**src/hw/rtl/lce_pkg.sv**
```systemverilog
// ----------------------------------------------------------------------------
// lce_pkg
// Shared widths, status codes, controller state and control/status bundles
// for the LIS count engine.
// ----------------------------------------------------------------------------
`default_nettype none

package lce_pkg;

    localparam int MAX_ELEMENTS_DEF = 1024;

    localparam int VALUE_W  = 32;
    localparam int LEN_W    = 11;
    localparam int COUNT_W  = 32;
    localparam int STATUS_W = 2;

    localparam logic [LEN_W-1:0]   LEN_CAP   = {LEN_W{1'b1}};
    localparam logic [COUNT_W-1:0] COUNT_MAX = {COUNT_W{1'b1}};

    localparam logic [STATUS_W-1:0] STATUS_OK   = 2'd0;
    localparam logic [STATUS_W-1:0] STATUS_SAT  = 2'd1;
    localparam logic [STATUS_W-1:0] STATUS_DROP = 2'd2;

    typedef enum logic [1:0] {
        ST_IDLE,
        ST_SCAN,
        ST_COMMIT,
        ST_EMIT
    } lce_state_t;

    // controller -> datapath
    typedef struct packed {
        logic take;     // input channel ready
        logic load;     // latch new element, start scan
        logic drop;     // element beyond capacity
        logic scan;     // scan in progress
        logic commit;   // store element, update best
        logic emit;     // load result register, clear sequence
    } lce_cmd_t;

    // datapath -> controller
    typedef struct packed {
        logic in_valid;
        logic in_last;
        logic full;
        logic scan_done;
        logic last_held;
        logic out_free;
    } lce_stat_t;

    // Saturating add; MSB of the result flags a clipped sum.
    function automatic logic [COUNT_W:0] sat_add(
        input logic [COUNT_W-1:0] a,
        input logic [COUNT_W-1:0] b
    );
        logic [COUNT_W:0] sum;
        sum = {1'b0, a} + {1'b0, b};
        if (sum[COUNT_W])
            return {1'b1, COUNT_MAX};
        return sum;
    endfunction

endpackage

`default_nettype wire

```
**src/hw/rtl/lce_ctrl.sv**
```systemverilog
// ----------------------------------------------------------------------------
// lce_ctrl
// Sequencer: accept element, scan stored elements, commit, emit result.
// ----------------------------------------------------------------------------
`default_nettype none

module lce_ctrl (
    input  wire                 clk,
    input  wire                 rst_n,
    input  lce_pkg::lce_stat_t  stat,
    output lce_pkg::lce_cmd_t   cmd
);
    import lce_pkg::*;

    lce_state_t state_reg;
    lce_state_t state_next;

    always_comb
    begin
        state_next = state_reg;
        unique case (state_reg)
            ST_IDLE:
            begin
                if (stat.in_valid)
                begin
                    if (!stat.full)
                        state_next = ST_SCAN;
                    else if (stat.in_last)
                        state_next = ST_EMIT;
                end
            end
            ST_SCAN:
            begin
                if (stat.scan_done)
                    state_next = ST_COMMIT;
            end
            ST_COMMIT:
            begin
                state_next = stat.last_held ? ST_EMIT : ST_IDLE;
            end
            ST_EMIT:
            begin
                if (stat.out_free)
                    state_next = ST_IDLE;
            end
            default:
            begin
                state_next = ST_IDLE;
            end
        endcase
    end

    always_comb
    begin
        cmd = '0;
        unique case (state_reg)
            ST_IDLE:
            begin
                cmd.take = 1'b1;
                cmd.load = stat.in_valid && !stat.full;
                cmd.drop = stat.in_valid && stat.full;
            end
            ST_SCAN:
            begin
                cmd.scan = 1'b1;
            end
            ST_COMMIT:
            begin
                cmd.commit = 1'b1;
            end
            ST_EMIT:
            begin
                cmd.emit = stat.out_free;
            end
            default:
            begin
                cmd = '0;
            end
        endcase
    end

    always_ff @(posedge clk or negedge rst_n)
    begin
        if (!rst_n)
            state_reg <= ST_IDLE;
        else
            state_reg <= state_next;
    end

endmodule

`default_nettype wire

```
**config.mk**
```make
export PLATFORM = sky130hd
export DESIGN_NAME = lce_ctrl
export DESIGN_NICKNAME = d
export VERILOG_FILES = /design/src/hw/rtl/lce_pkg.sv /design/src/hw/rtl/lce_ctrl.sv
export SDC_FILE = /design/constraint.sdc
export NUM_CORES = 1
export LEC_CHECK = 0
export ABC_AREA = 1
export BUFFER_PORTS_ARGS = -buffer_cell sky130_fd_sc_hd__buf_2
export CORE_AREA = 2 2 39 41
export DETAILED_ROUTE_END_ITERATION = 12
export DIE_AREA = 0 0 41 43
export PLACE_DENSITY = 0.41
export SLEW_MARGIN = 20
export SYNTH_ARGS = -nofsm -noshare
export SYNTH_HDL_FRONTEND = slang
export SYNTH_SLANG_ARGS = --single-unit
```
**constraint.sdc**
```tcl
create_clock -name clk -period 1.5 [get_ports clk]
set_clock_uncertainty 0.2 [all_clocks]
set_input_delay 0.3 -clock clk [delete_from_list [all_inputs] [get_ports clk]]
set_output_delay 0.3 -clock clk [all_outputs]
set_load 0.02 [all_outputs]
```
; After elaboration in Yosys (flattened, before gate mapping)
; Index checks and enable logic that the tools add are counted.
[totals]
register_bits = 2
word_cells = 24
inputBits = 8
out_inout_bits = 6
[op_classes]
eq_ne = 7
reduce_logical = 5
mux = 11
[op_table]
columns = operator, count
row1 = 2-to-1 mux 2 bit, 6
row2 = one-hot mux 2 bit (4 select lines), 1
row3 = "!= test 2 bit, second input constant", 3
row4 = "equality test 2 bit, second input constant", 2
row5 = AND reduction 4 bit, 1
row6 = 2-to-1 mux 1 bit, 3
row7 = 2-to-1 mux 3 bit, 1
row8 = "!= test 3 bit, second input constant", 1
row9 = "equality test 2 x 1 -> 1 bit, second input constant", 1
row10 = logical AND 1 bit, 2
row11 = logical NOT 2 bit, 1
row12 = logical NOT 1 bit, 1

; Logic depth before layout (Yosys ltp)
; Gate-level depths: netlist of run 1.
[logic_depth]
word_depth = 4
mapped_depth = 5
ltp_nobuf = 5

; Least setup slack after synthesis of run 1
; No wires, ideal clock.
[synth_path]
kind = flip-flop to output port
startpoint = reg state_reg[0]
endpoint = out cmd[3] (netlist bit)
arrival_ns = 1.093
path_buffers = 0
stages_incl_launch_ff = 4
setup_slack_ns = -0.093
required_ns = 1.000
cell_sequence = dfrtp_1 nor2_2 inv_2 nor3_2
[synth_rtl]
columns = element, line_no
row1 = start: declaration, lce_ctrl.sv:15  ; lce_state_t state_reg;
row2 = start signal: assignment, lce_ctrl.sv:87  ; state_reg <= state_next;
row3 = end: declaration, lce_ctrl.sv:11  ; output lce_pkg::lce_cmd_t cmd

==> results, run 1 <==
- The flow ran to the end, but the final reports show violations.
- The checks that failed: negative setup slack.
- Of the cells placed in the final design, the portion with a size suffix greater than 1 is 61.54%.
- After synthesis, the share of cell area in mux cells is 0%.
- The final critical-path required period is 1.571 ns.
- The number of slew-limit violations in the final report is 0.
- The top fanout value on the critical path is 3.
- The data required time at the worst endpoint is 1.00 ns.
- The largest single stage delay on the critical path is 0.41 ns.
- For this run, the register share of the synthesized area comes to 24.69%.
- The arrival time of data at the critical path endpoint is 1.07 ns.
- The routed layout has 262 vias.
- The number of standard cells after synthesis is 29.
- In the routed design, unresolved DRC markers number 0.
- For the worst-skew pair, the clock arrives at the later sink with an insertion delay of 0.22 ns.
- From bottom edge to top edge, the die measures 43 um.
- The total grt overflow is 0.
- The total global-route track usage is 7.739%.
- Across the run, the number of max-cap violations was 0.
- The count of nets left with antenna violations once routing finished came out at 0.
- The worst setup path is launched from a flip-flop.
- The synthesized design contains 2 register bits.
- The cell at the slowest stage of the critical path is dfrtp_1.
- The maximum vdd drop is 457.9 uV.
- Traced cell by cell, the critical path runs through nor2_4 -> inv_2 -> nor3_2 -> buf_4.
- For this run, the number of Yosys warnings is 0.
- For the pin with the worst max-slew slack, the measured transition is 0.1806 ns.
- The worst path uses 104.7% of the clock period.
- The total leakage power is 0.2186 nW.
- In this run the deepest clock path goes through 2 buffers.
- The routability-driven placement congestion ratio is 0.6329.
- After floorplanning, the core was sized to cover 1384 um^2.
- 0 antenna diodes ended up in the layout.
- 14 I/O pins were placed.
- The total negative slack is -0.3154 ns.
- The flip-flop count of the largest register after layout is 2.
- The design draws 0.8302 mW.
- The synthesized netlist occupies a cell area of 202.7 um^2.
- STA classifies the critical path endpoint as an output port.
- The share of synthesized cell area in full adder, half adder and majority cells is 0%.
- The distinct cell type count after synthesis is 16.
- After synthesis, the largest family of logic cells by area is simple AND/OR/NAND/NOR gates.
- Buffers inserted during clock tree synthesis total 3.
- The pin count of the biggest net entering global routing is 6.
- In this run the number of H-tree levels came out at 1.
- The count of final setup violators is 6.
- The top achievable clock speed is 636.7 MHz.
- The parity-gate share of the synthesized area counting xor and xnor cells is 0%.
- After floorplanning, the core was divided into 14 placement rows.
- The library cells used most frequently in the layout, excluding fill and tap cells, are 8 x buf_4, 7 x buf_2, 5 x nand2_1.
- The final layout contains routed wiring with a total length of 507 um.
- After synthesis, the mean cell area works out to 6.989 um^2.
- The first global-routing pass estimated 862 um of wire.
- The path class of the tightest hold or removal check is in2async.
- Setup repair after global routing could not meet its margin everywhere.
- Clock-pin slew was measured on the worst setup and hold paths at 0.03 ns.
- The number of antenna violations at the first check in global routing is 0.
- The power density normalized to cell area is 2029 nW/um^2.
- The starting utilization of the core area is 14.65%.
- The die outline area is 1763 um^2.
- The count of input and output buffers is 13.
- Counting every net in the synthesized netlist gives 37.
- The setup slack of the critical path after layout is -0.07061 ns.
- The utilization after layout is 29.57%.
- Dividing the detail-routed via count by the number of cells gives 3.853.
- The total number of clock tree sinks is 2.
- The width of the die is 41 um.
- The final-report hold violation count is 0.
- The compound-cell area share of the yosys netlist is 12.96%.
- The count of buffering cells on the critical path with inverters included is 2.
- TritonCTS built the clock tree.
- The first TritonRoute pass finished after 4 iterations.
- After detailed routing, the average wire length per cell comes to 7.456 um.
- Before CTS, the worst setup slack after placement is 0.1068 ns.
- The synthesized netlist devotes 43.21% of its cell area to simple gates.
- The post-detailed-placement half-perimeter wirelength is 384.7 um.
- Measured against its own limit, the worst slew margin works out to 87.95%.
- The via count of the first global-routing pass came to 233.
- The dominant delay contributor by cell family on the critical path is flip-flops.
- The starting DRC count in detailed routing is 7.
- The cell at the root of the clock tree is clkbuf_4.
- The area added between synthesis and finish is 101.9%.
- The layout net count is 62.
- The category of the most critical setup path is reg2out.
- The most frequent standard cell in the layout excluding fill and tap cells is buf_4.
worst paths after layout:
path | slack (ns) | startpoint | endpoint | cells after the start
max | -0.07 | state_reg[1] | cmd[3] | 4
min | 0.19 | rst_n | state_reg[1] | 2
max reg2reg | 0.15 | state_reg[1] | state_reg[1] | 7
min reg2reg | 0.48 | state_reg[0] | state_reg[0] | 3
max in group asynchronous | 0.80 | rst_n | state_reg[0] | 2
min in group clk | 0.21 | stat[0] | state_reg[1] | 4
routing by layer:
metal	vias to the layer above	GRT usage [%]	share of wire [%]
met5	-	0	0
met4	0	4.000	0
met3	0	6.283	12
met2	14	10.00	46
met1	109	8.710	41
li1	139	-	-
through the flow:
step	cells	area (um^2)	hold slack (ns)
final	68	409.1	0.1864
after floorplan	29	212.7	-0.1956
after global placement	59	305.3	-0.1120
after detailed placement	59	305.3	-0.1103
after global routing	68	409.1	0.2143
after CTS	66	379.1	0.1837
timing repair:
item	CTS	global route
endpoints found under the setup margin	5	6
hold endpoints to repair	2	0
setup buffers	3	2
pin swaps	1	0
hold buffers	1	0
gates resized for setup	7	5
layout make-up:
cell class	count	area [um^2]
tap	16	20.02
fill	152	974.7
multi-input combinational	20	126.4
sequential	2	51.30
clock buffer	3	22.52
inverter	7	38.79
timing repair buffer	20	150.1
logic make-up after synthesis:
kind of cell / Yosys count
AOI/OAI and AO/OA: 4
DFF: 2
and+or+nand+nor: 16
buffers and inverters: 7
where the power goes:
part | switching (mW) | internal (mW) | leakage (nW)
logic | 0.284 | 0.303 | 0.182
clock network | 0.0314 | 0.0884 | 0.0138
registers | 0.0383 | 0.0855 | 0.0231
total | 0.353 | 0.477 | 0.219
synth_stat cells:
| cell | instances | share of area, % |
|---|---|---|
| nor3_2 | 2 | 9.9 |
| nor3_1 | 1 | 2.5 |
| nand3_1 | 3 | 7.4 |
| dfrtp_1 | 2 | 25 |
| nand2_1 | 5 | 9.3 |
| nor2_2 | 1 | 3.1 |
| o21ai_1 | 1 | 2.5 |
| a21oi_2 | 1 | 4.3 |
| nor2_1 | 3 | 5.6 |
| o21ai_0 | 1 | 2.5 |
| inv_1 | 4 | 7.4 |
| clkinv_1 | 1 | 1.9 |
| nand3b_2 | 1 | 5.6 |
| inv_2 | 1 | 1.9 |
| inv_12 | 1 | 8.0 |
| o21bai_1 | 1 | 3.7 |
Note: power is estimated with default switching activity, not from simulation.
==> run 2: changes to the inputs <==
- CELL_PAD_IN_SITES_DETAIL_PLACEMENT: not set -> 1
- CELL_PAD_IN_SITES_GLOBAL_PLACEMENT: not set -> 1
- PLACE_DENSITY: 0.41 -> 0.54
==> results, run 2 (synthesized netlist as in run 1, its figures left out) <==
- The final-report hold violation count is 0 (unchanged).
- The maximum vdd drop is 380.3 uV (-17%).
- The floorplan core area came to 1384 um^2 (unchanged).
- The count of nets left with antenna violations after detail routing is 0 (unchanged).
- The clock slew seen by the registers of the worst setup and hold paths came to 0.03 ns (about the same).
- The number of diodes added for antenna fixing is 0 (unchanged).
- The detailed-route via count is 264 (+0.76%).
- The width of the die is 41 um (unchanged).
- The total of max-cap violations is 0 (unchanged).
- The total number of clock tree sinks is 2 (unchanged).
- The arrival time of data at the critical path endpoint is 1.09 ns (+0.02 ns).
- The via count of the first global-routing pass is 251 (+7.7%).
- The source-to-sink clock delay at the later pin of the worst-skew pair is 0.22 ns (about the same).
- The post-detailed-placement half-perimeter wirelength is 486.1 um (+26%).
- Setup repair after global routing could not meet its margin everywhere.
- The category of the most critical setup path is reg2out.
- The count of final setup violators came to 5 (-1).
- The starting utilization of the core area was 14.65% (unchanged).
- The flow ran to the end, but the final reports show violations.
- The worst setup path is launched from a flip-flop.
- The number of top-level pins was 14 (unchanged).
- The critical path starts at state_reg[0].
- The pin count of the biggest net entering global routing is 5 (-1).
- The global-route wire length before repair came to 945 um (+9.6%).
- The setup slack of the critical path after layout is -0.08885 ns (-0.01824 ns).
- The beginning of the worst register-to-register path is state_reg[1].
- The final design instance area without fill is 412.9 um^2 (+0.92%).
- The total global-route track usage is 8.024% (+0.29 points).
- CTS placed an instance of clkbuf_4 at the clock tree root.
- The number of buffers created by CTS is 3 (unchanged).
- The worst-case setup slack after placement is 0.1381 ns (+0.03127 ns).
- The top achievable clock speed is 629.4 MHz (-1.1%).
- The instance area at placement is 320.3 um^2 (+4.9%).
- Compared with the post-synthesis result, the final layout area differs by 103.7%.
- In the layout the commonest cells are 7 x buf_2, 6 x buf_4, 5 x nand2_1, 5 x buf_6, 4 x inv_1.
- The level count of the clock H-tree came to 1 (unchanged).
- The layout net count was 61 (-1.6%).
- The number of antenna violations at the first check in global routing is 0 (unchanged).
- The flip-flop count of the largest register after layout is 2 (unchanged).
- The clock tree from TritonCTS is built.
- The final critical-path required period is 1.589 ns (+0.01824 ns).
- The per-cell routed wire length was 8.627 um (+16%).
- The height of the chip was 43 um (unchanged).
- The total grt overflow is 0 (unchanged).
- The power density normalized to cell area is 2055 nW/um^2 (+1.3%).
- The total leakage power is 0.2148 nW (-1.7%).
- The starting DRC count in detailed routing is 0 (-7).
- The die outline area is 1763 um^2 (unchanged).
- The via density per instance is 3.940 (+2.3%).
- The remaining design rule violation count was 0 (unchanged).
- The kind of end point of the critical path is an output port.
- The tightest min-delay check is of the in2async type.
- The buffer depth of the longest clock path is 2 (unchanged).
- The fraction of layout cells with a size suffix above 1 is 62.75% (+1.2 points).
- The routability-driven placement congestion ratio is 0.6477 (+2.3%).
- The number of slew-limit violations in the final report is 0 (unchanged).
- The detailed-route wire length is 578 um (+14%).
- The slew at the pin closest to its max-slew limit is 0.1849 ns (+0.004269 ns).
- The checks that failed: negative setup slack.
- The top fanout value on the critical path is 4 (+1).
- The total iterations of the first detailed-routing run is 1 (-3).
- The share of the cycle needed by the critical path after routing was 105.9% (+1.2 points).
- The number of placement rows is 14 (unchanged).
- The count of input and output buffers is 13 (unchanged).
- The data required time at the worst endpoint is 1.00 ns (about the same).
- The worst slew slack as a fraction of its limit came to 87.66% (-0.28 points).
- The most frequent standard cell in the layout excluding fill and tap cells is buf_2.
-- run 2: cell types whose count changed in the layout (fill, tap and decap cells not counted) --
cell,before,now
buf_6,4,5
nor2_1,2,1
nor2_4,1,2
buf_4,8,6
-- run 2: worst max-delay path: stages, from the launching register on --
cell and delay [ns]:
dfrtp_1 0.39, inv_1 0.13, nor3_2 0.19, buf_4 0.16
-- run 2: what timing repair did --
| item | CTS | global route |
|---|---|---|
| buffers inserted | 1 | 1 |
| resized for setup | 7 | 8 |
| hold endpoints to repair | 2 | 0 |
| cloned | 0 | 0 |
| setup endpoints to repair | 5 | 6 |
| hold buffers | 1 | 0 |
-- run 2: metal layers --
| metal | routed length (um) | share of wire (%) | global-route usage, % |
|---|---|---|---|
| met1 | 218 | 38 | 8.333 |
| met2 | 315 | 54 | 12.81 |
| met3 | 27 | 4.7 | 2.094 |
| met4 | 17 | 2.9 | 6.000 |
| met5 | 0 | 0 | 0 |
-- run 2: cell type report --
cell class | count | area [um^2]
Multi-Input combinational cell | 20 | 133.9
Fill cell | 177 | 970.9
Tap cell | 16 | 20.02
Inverter | 7 | 38.79
Timing Repair Buffer | 19 | 146.4
Sequential cell | 2 | 51.30
Clock buffer | 3 | 22.52
-- run 2: power breakdown --
part	internal (mW)	switching [mW]
Combinational	0.302	0.305
Clock	0.0881	0.0294
Sequential	0.0854	0.0379
Total	0.476	0.372
-- run 2: through the flow --
step	cells	TNS (ns)	power, mW	utilization (%)	hold WS [ns]
4_1_cts	66	-0.3433	0.7626	27.40	0.1880
6_report	67	-0.2980	0.8483	29.84	0.1936
5_1_grt	67	-0.6402	0.9263	29.84	0.1954
2_1_floorplan	29	-0.01549	0.4015	-	-0.1956
3_3_place_gp	61	0	0.5722	23.15	-0.1141
3_5_place_dp	61	0	0.5745	23.15	-0.1126
-- run 2: worst paths after layout --
path | end | cells past startpoint | slack [ns]
worst max-delay path | cmd[0] | 3 | -0.09
worst min-delay path | state_reg[1] | 2 | 0.19
worst max register to register | state_reg[1] | 6 | 0.24
worst min register to register | state_reg[1] | 4 | 0.50
max in group asynchronous | state_reg[1] | 2 | 0.80
min in group clk | state_reg[1] | 4 | 0.22
==> run 3: changes to the inputs <==
- RECOVER_POWER: not set -> 50
- clock period: 1.5 -> 1.6 ns (I/O delays scaled with it)
==> results, run 3 (synthesized netlist as in run 1, its figures left out) <==
- The run finished, with violations left.
- The checks that failed: negative setup slack.
- The starting DRC count in detailed routing is 1 (+1).
- The level count of the clock H-tree is 1 (unchanged).
- The final-report hold violation count is 0 (unchanged).
- The cell at the slowest stage of the critical path is dfrtp_2.
- In this run the critical register-to-register path is launched from state_reg[0].
- The kind of end point of the critical path is an output port.
- The slew at the pin closest to its max-slew limit is 0.1483 ns (-0.03662 ns).
- The number of antenna violations at the first check in global routing is 0 (unchanged).
- The power after layout is 0.6943 mW (-18%).
- The die outline area is 1763 um^2 (unchanged).
- The pin count of the biggest net entering global routing is 6 (+1).
- The number of placed instances with taps included is 58 (-4.9%).
- The final design instance area without fill was 374.1 um^2 (-9.4%).
- The per-cell routed wire length is 8.385 um (-2.8%).
- The path class of the tightest hold or removal check is in2async.
- The starting utilization of the core area is 14.65% (unchanged).
- The total iterations of the first detailed-routing run was 2 (+1).
- The number of diodes added for antenna fixing was 0 (unchanged).
- The total global-route track usage is 7.831% (-0.19 points).
- The floorplan core area is 1384 um^2 (unchanged).
- Leaving out fill and tap cells, the most frequent cell in the layout is buf_4.
- The total leakage power is 0.1947 nW (-9.4%).
- In the layout the commonest cells are 9 x buf_4, 6 x buf_2, 5 x nand2_1.
- The setup slack of the critical path after layout came to -0.01221 ns (+0.07664 ns).
- The flip-flop count of the largest register after layout is 2 (unchanged).
- The clock slew seen by the registers of the worst setup and hold paths is 0.03 ns (about the same).
- The source-to-sink clock delay at the later pin of the worst-skew pair was 0.22 ns (about the same).
- The reg2reg setup slack came to 0.41 ns (+0.17 ns).
- The count of buffering cells on the critical path with inverters included is 2 (unchanged).
- The final cell count without fillers is 65 (-3.0%).
- The clock tree from TritonCTS is built.
- The count of final setup violators was 1 (-4).
- The layout net count is 59 (-3.3%).
- The data required time at the worst endpoint is 1.08 ns (+0.08 ns).
- The remaining design rule violation count is 0 (unchanged).
- The width of the die is 41 um (unchanged).
- The routability-driven placement congestion ratio is 0.6243 (-3.6%).
- The arrival time of data at the critical path endpoint is 1.09 ns (about the same).
- Setup repair after global routing could not meet its margin everywhere.
- The via count of the first global-routing pass is 262 (+4.4%).
- The multi-input logic area is 128.9 um^2 (-3.7%).
- Traced cell by cell, the critical path runs through nor2_4 -> inv_2 -> nor3_2 -> buf_4.
- The buffer depth of the longest clock path is 2 (unchanged).
- The post-detailed-placement half-perimeter wirelength is 442.7 um (-8.9%).
- The number of fill cells was 182 (+2.8%).
- The largest stage delay on the critical path is 0.43 ns (+0.04 ns).
- The footprint of the flip-flops and latches is 52.55 um^2 (+2.4%).
- The via density per instance came to 3.877 (-1.6%).
- The count of nets left with antenna violations after detail routing is 0 (unchanged).
- The worst slew slack as a fraction of its limit came to 90.01% (+2.4 points).
- The fraction of layout cells with a size suffix above 1 came to 63.27% (+0.52 points).
- The kind of cell with the highest combined delay along the critical path is flip-flops.
- The top fanout value on the critical path is 5 (+1).
- The instance area at placement is 292.8 um^2 (-8.6%).
- The global-route wire length before repair was 903 um (-4.4%).
- The height of the chip came to 43 um (unchanged).
- The share of the cycle needed by the critical path after routing is 100.8%.
- The maximum vdd drop was 274.8 uV (-28%).
- The detailed-route wire length was 545 um (-5.7%).
- Clock tree synthesis selected as its root buffer the cell clkbuf_4.
- The area added between synthesis and finish is 84.57%.
- The worst hold slack across all endpoints is 0.2146 ns (+0.02095 ns).
- The total grt overflow is 0 (unchanged).
- The number of placement rows came to 14 (unchanged).
- The top achievable clock speed is 620.3 MHz.
- The count of input and output buffers came to 13 (unchanged).
- The number of buffers created by CTS is 3 (unchanged).
- The detailed-route via count was 252 (-4.5%).
- The total of max-cap violations is 0 (unchanged).
- The number of slew-limit violations in the final report is 0 (unchanged).
- The total number of clock tree sinks is 2 (unchanged).
- Counting I/O delays and the setup requirement, the final critical path takes 1.612 ns.
- The origin of the worst setup path is state_reg[0].
- The category of the most critical setup path is reg2out.
- The power density normalized to cell area was 1856 nW/um^2 (-9.7%).
- The utilization after layout came to 27.03% (-2.8 points).
- The number of top-level pins is 14 (unchanged).
- The worst setup path is launched from a flip-flop.
==> run 3: repair_timing <==
item / in CTS / in global routing
cloned: 0 / 0
hold buffers: 1 / 0
resized for setup: 6 / 6
hold endpoints to repair: 2 / 0
buffers inserted: 3 / 0
pin swaps: 1 / 1
setup endpoints to repair: 4 / 6
==> run 3: path summary, 6_finish.rpt <==
path | end | cells after the start
setup / recovery | cmd[4] | 4
hold / removal | state_reg[1] | 2
setup reg to reg | state_reg[1] | 5
hold reg to reg | state_reg[1] | 2
max in group asynchronous | state_reg[0] | 2
min in group clk | state_reg[1] | 4
==> run 3: final cells by class <==
cell class	count	share of cell area, %
timing repair buffer	17	29.77
multi-input combinational	20	34.45
sequential	2	14.05
clock buffer	3	6.020
inverter	7	10.37
tap	16	5.351
==> run 3: where the power goes <==
group / switching, mW / total (mW) / internal, mW
clock network: 0.0285 / 0.111 / 0.0827
logic: 0.251 / 0.457 / 0.206
registers: 0.0431 / 0.126 / 0.0827
total: 0.323 / 0.694 / 0.372
==> run 3: metal layers <==
| layer | track usage [%] | share of wire, % | up-vias |
|---|---|---|---|
| li1 | - | - | 131 |
| met1 | 6.752 | 34 | 116 |
| met2 | 13.13 | 62 | 5 |
| met3 | 1.571 | 3.5 | 0 |
| met4 | 8.000 | 0 | 0 |
| met5 | 0 | 0 | - |
==> run 3: stage by stage <==
stage	worst slack (ns)	TNS, ns
detailed placement	0.1227	0
finish	-0.01221	-0.01221
floorplan	0.02032	0
CTS	-0.02367	-0.03258
global placement	0.1470	0
global route	-0.06900	-0.1751
